<file path="src/sv/ilha_pkg.sv">
// ----------------------------------------------------------------------------
// ilha_pkg
// Shared types, constants and helpers of the boundary-tag heap allocator.
// ----------------------------------------------------------------------------
package ilha_pkg;

    // Defaults for the top-level parameters
    localparam int DEF_HEAP_BYTES  = 65536;
    localparam int DEF_CHUNK_BYTES = 4096;

    // Datapath word: tags and byte addresses use full 32-bit arithmetic
    localparam int WORD_W = 32;
    typedef logic [WORD_W-1:0] t_word;

    // Tag layout: size in the upper bits, allocated flag in bit 0
    localparam t_word TAG_MASK  = ~t_word'(7);
    localparam t_word ALLOC_BIT = t_word'(1);

    // Function codes
    localparam logic FUNC_ALLOC = 1'b0;
    localparam logic FUNC_FREE  = 1'b1;

    // Status codes
    localparam logic [1:0] ST_DONE = 2'd0;
    localparam logic [1:0] ST_ZERO = 2'd1;
    localparam logic [1:0] ST_FULL = 2'd2;

    // Shared adder operation
    typedef enum logic {
        ALU_ADD,
        ALU_SUB
    } t_alu_op;

    // Size field of a tag word
    function automatic t_word tag_size(input t_word w);
        return w & TAG_MASK;
    endfunction

endpackage

</file>
<file path="src/sv/ilha_alu.sv">
// ----------------------------------------------------------------------------
// ilha_alu
// Shared 32-bit adder/subtractor with borrow flag for unsigned compares.
// ----------------------------------------------------------------------------
module ilha_alu import ilha_pkg::*; (
    input  t_alu_op i_op,
    input  t_word   i_a,
    input  t_word   i_b,
    output t_word   o_y,
    output logic    o_borrow
);

    logic              sub;
    t_word             b_eff;
    logic [WORD_W:0]   sum;

    // a + b, or a + ~b + 1 for subtract; borrow means a < b
    always_comb begin
        sub      = (i_op == ALU_SUB);
        b_eff    = sub ? ~i_b : i_b;
        sum      = {1'b0, i_a} + {1'b0, b_eff} + {{WORD_W{1'b0}}, sub};
        o_y      = sum[WORD_W-1:0];
        o_borrow = sub & ~sum[WORD_W];
    end

endmodule

</file>
<file path="config.mk">
export PLATFORM = sky130hd
export DESIGN_NAME = ilha_alu
export DESIGN_NICKNAME = d
export VERILOG_FILES = /design/src/sv/ilha_pkg.sv /design/src/sv/ilha_alu.sv
export SDC_FILE = /design/constraint.sdc
export NUM_CORES = 1
export LEC_CHECK = 0
export BUFFER_PORTS_ARGS = -buffer_cell sky130_fd_sc_hd__clkbuf_2
export CELL_PAD_IN_SITES_DETAIL_PLACEMENT = 1
export CELL_PAD_IN_SITES_GLOBAL_PLACEMENT = 2
export CORE_MARGIN = 3
export CORE_UTILIZATION = 25
export DETAILED_ROUTE_END_ITERATION = 8
export PLACE_DENSITY_LB_ADDON = 0.08
export SLEW_MARGIN = 20
export SYNTH_ARGS = -nofsm -noshare
export SYNTH_HDL_FRONTEND = slang
export SYNTH_SLANG_ARGS = --single-unit
export TNS_END_PERCENT = 20
</file>
<file path="constraint.sdc">
create_clock -name vclk -period 3.8
set_input_delay 0 -clock vclk [all_inputs]
set_output_delay 0 -clock vclk [all_outputs]
set_load 0.005 [all_outputs]
</file>
==> results.json <==
{
  "seq_cell_count": 0,
  "diodes": 0,
  "cpPeakStageDelay_ns": 0.57,
  "start_kind": "input port",
  "row_count": 33,
  "die_y_um": 101,
  "postCtsHoldBufs": 0,
  "crit_fanout": 23,
  "maxCapViolCount": 0,
  "critPathSlowestCell": "clkbuf_2",
  "ys_seq_area_frac": 0,
  "route.detailed.drc": 0,
  "start_util": 0.264,
  "slew_headroom": 0.491,
  "rsz0062_at_grt": "false",
  "num_io_pins": 98,
  "clock.fmax_mhz": 341,
  "worst_slew_pin_slew_ns": 0.763,
  "postRouteAntennaNets": 0,
  "crit_chain": "clkbuf_2 > buf_4 > xor2_1 > ha_1 > a21oi_1 > o221ai_1 > a21oi_2 > o211ai_2 > a32o_1 > a211oi_2 > xnor2_1 > clkbuf_2",
  "crit_top_cell": "clkbuf_2",
  "via_per_inst": 5.09,
  "antenna_found_initial": 0,
  "ir_worst_vdd_mv": 0.0790,
  "wl_met3_um": 392,
  "crit_required_ns": 3.80,
  "met2WireLength_mm": 3.30,
  "yosysTopAreaCell": "ha_1",
  "coreArea_sq_um": 8460,
  "endpoint_kind": "output port",
  "grt_pass1_wl_mm": 12.5,
  "tns_ns": 0,
  "postSynthNetCount": 396,
  "cp_top_family": "compound AO/OA/AOI/OAI gates",
  "multi_input_area_sq_um": 2130,
  "setup_violations": 0,
  "place_hpwl_mm": 6.55,
  "synthCells": 299,
  "synth_area_leaders": "ha_1 17%, xor2_1 17%, xnor2_1 6.7%",
  "finalMaxSlewViolations": 0,
  "port-buffer-count": 98,
  "final_common_cell": "clkbuf_2",
  "fillCellCount": 1075,
  "cp_num_buf_inv": 3,
  "final_hold_viol_count": 0,
  "fin_crit_sh": 0.772,
  "syn_area_per_cell_sq_um": 7.48,
  "grt_max_degree": 24,
  "syn2layout_area_growth_pct": 24.7,
  "final_cell_mix": "98 x clkbuf_2, 43 x xor2_1, 31 x ha_1",
  "dieArea_sq_um": 10100,
  "ys_types": 55,
  "nNetsFinal": 481,
  "grt_pass1_vias": 2592,
  "gp_congestion": 0.808,
  "period_minus_slack_ns": 2.93,
  "outcome": "complete, no violations",
  "post_cts_resized": 0,
  "synth_top_area_frac": 0.173,
  "hold_path_class": "input port to output port",
  "syn_area_sq_um": 2240,
  "drt-initial-drc-count": 109,
  "drive_gt1_frac": 0.306,
  "routed_wl_mm": 7.49,
  "total_power_w": 0.000738,
  "worstHoldStart": "i_a[0]",
  "vias": 2481,
  "grtUsageTotal": 0.144,
  "cts_setup_buffers": 0,
  "overflow": 0,
  "wl_per_cell_um": 15.4,
  "power_leakage_nw": 1.38,
  "firstDrtPassIters": 4,
  "crit_type": "input port to output port",
  "die_width_um": 101,
  "regArea_sq_um": 0,
  "wl_met1_mm": 3.79,
  "yosysWarnings": 0,
  "top_layer": "met3",
  "arrival_ns": 2.93,
  "cp-startpoint": "i_op",
  "clkbuf_count": 0,
  "pwr_density_cell_nw_per_um2": 264
}
[area by class of cell]
cell class,instances,share of cell area
well taps,105,0.0471
inverters,8,0.0108
repair buffers,99,0.178
multi-input cells,275,0.764
[layer usage]
metal,track usage,vias up
met5,0,-
met4,0,0
met3,0.00623,0
met2,0.240,72
met1,0.218,1145
li1,-,1264
[final timing paths]
path              endpoint  slack [ns]  cells past startpoint
hold / removal      o_y[0]        0.30                      3
setup / recovery   o_y[29]        0.87                     12
[synthesized netlist by cell type (all sizes together), types with 2 or more instances]
cell    instances
nand2          23
nor2b           3
xor2           43
a31oi           6
and3            3
o21a            4
inv             8
nand3           9
a41oi           2
and2            2
xnor2          17
nand2b          4
buf            11
a211o           2
a211oi          6
a21o           14
nand4           7
nor3            2
o21ai          18
a21boi          2
a21oi          31
o21bai          8
nor2           16
o211ai          3
ha             31
o31ai           3
clkbuf          5
[kinds of logic after synthesis]
| logic type | count (synthesis) | synth area share |
|---|---|---|
| xor+xnor | 60 | 0.235 |
| mux | 1 | 0.0101 |
| simple gates | 72 | 0.154 |
| compound gates | 110 | 0.371 |
| buf+inv | 24 | 0.0475 |
| fa+ha+maj | 32 | 0.182 |
[through the flow]
step                      instance area [sq um]  hold WS [ns]  cells  setup WS, ns   util
final                                      2790         0.298    487         0.866  0.330
after global routing                       2790         0.328    487         0.501  0.330
after detailed placement                   2790         0.302    487         0.782  0.330
after floorplan                            2240        0.0514    299          1.34      -
after CTS                                  2790         0.303    487         0.773  0.330
after global placement                     2790         0.297    487         0.820  0.330
[where the power goes]
group / internal (W) / switching (W) / total (W)
clock: 0 / 0 / 0
sequential: 0 / 0 / 0
combinational: 0.000330 / 0.000407 / 0.000738
total: 0.000330 / 0.000407 / 0.000738
[tightest hold or removal path, cell delays in order]
cell	delay [ns]
clkbuf_2	0.12
xor2_1	0.07
clkbuf_2	0.10
No activity file was read; power rests on OpenSTA's default activity.
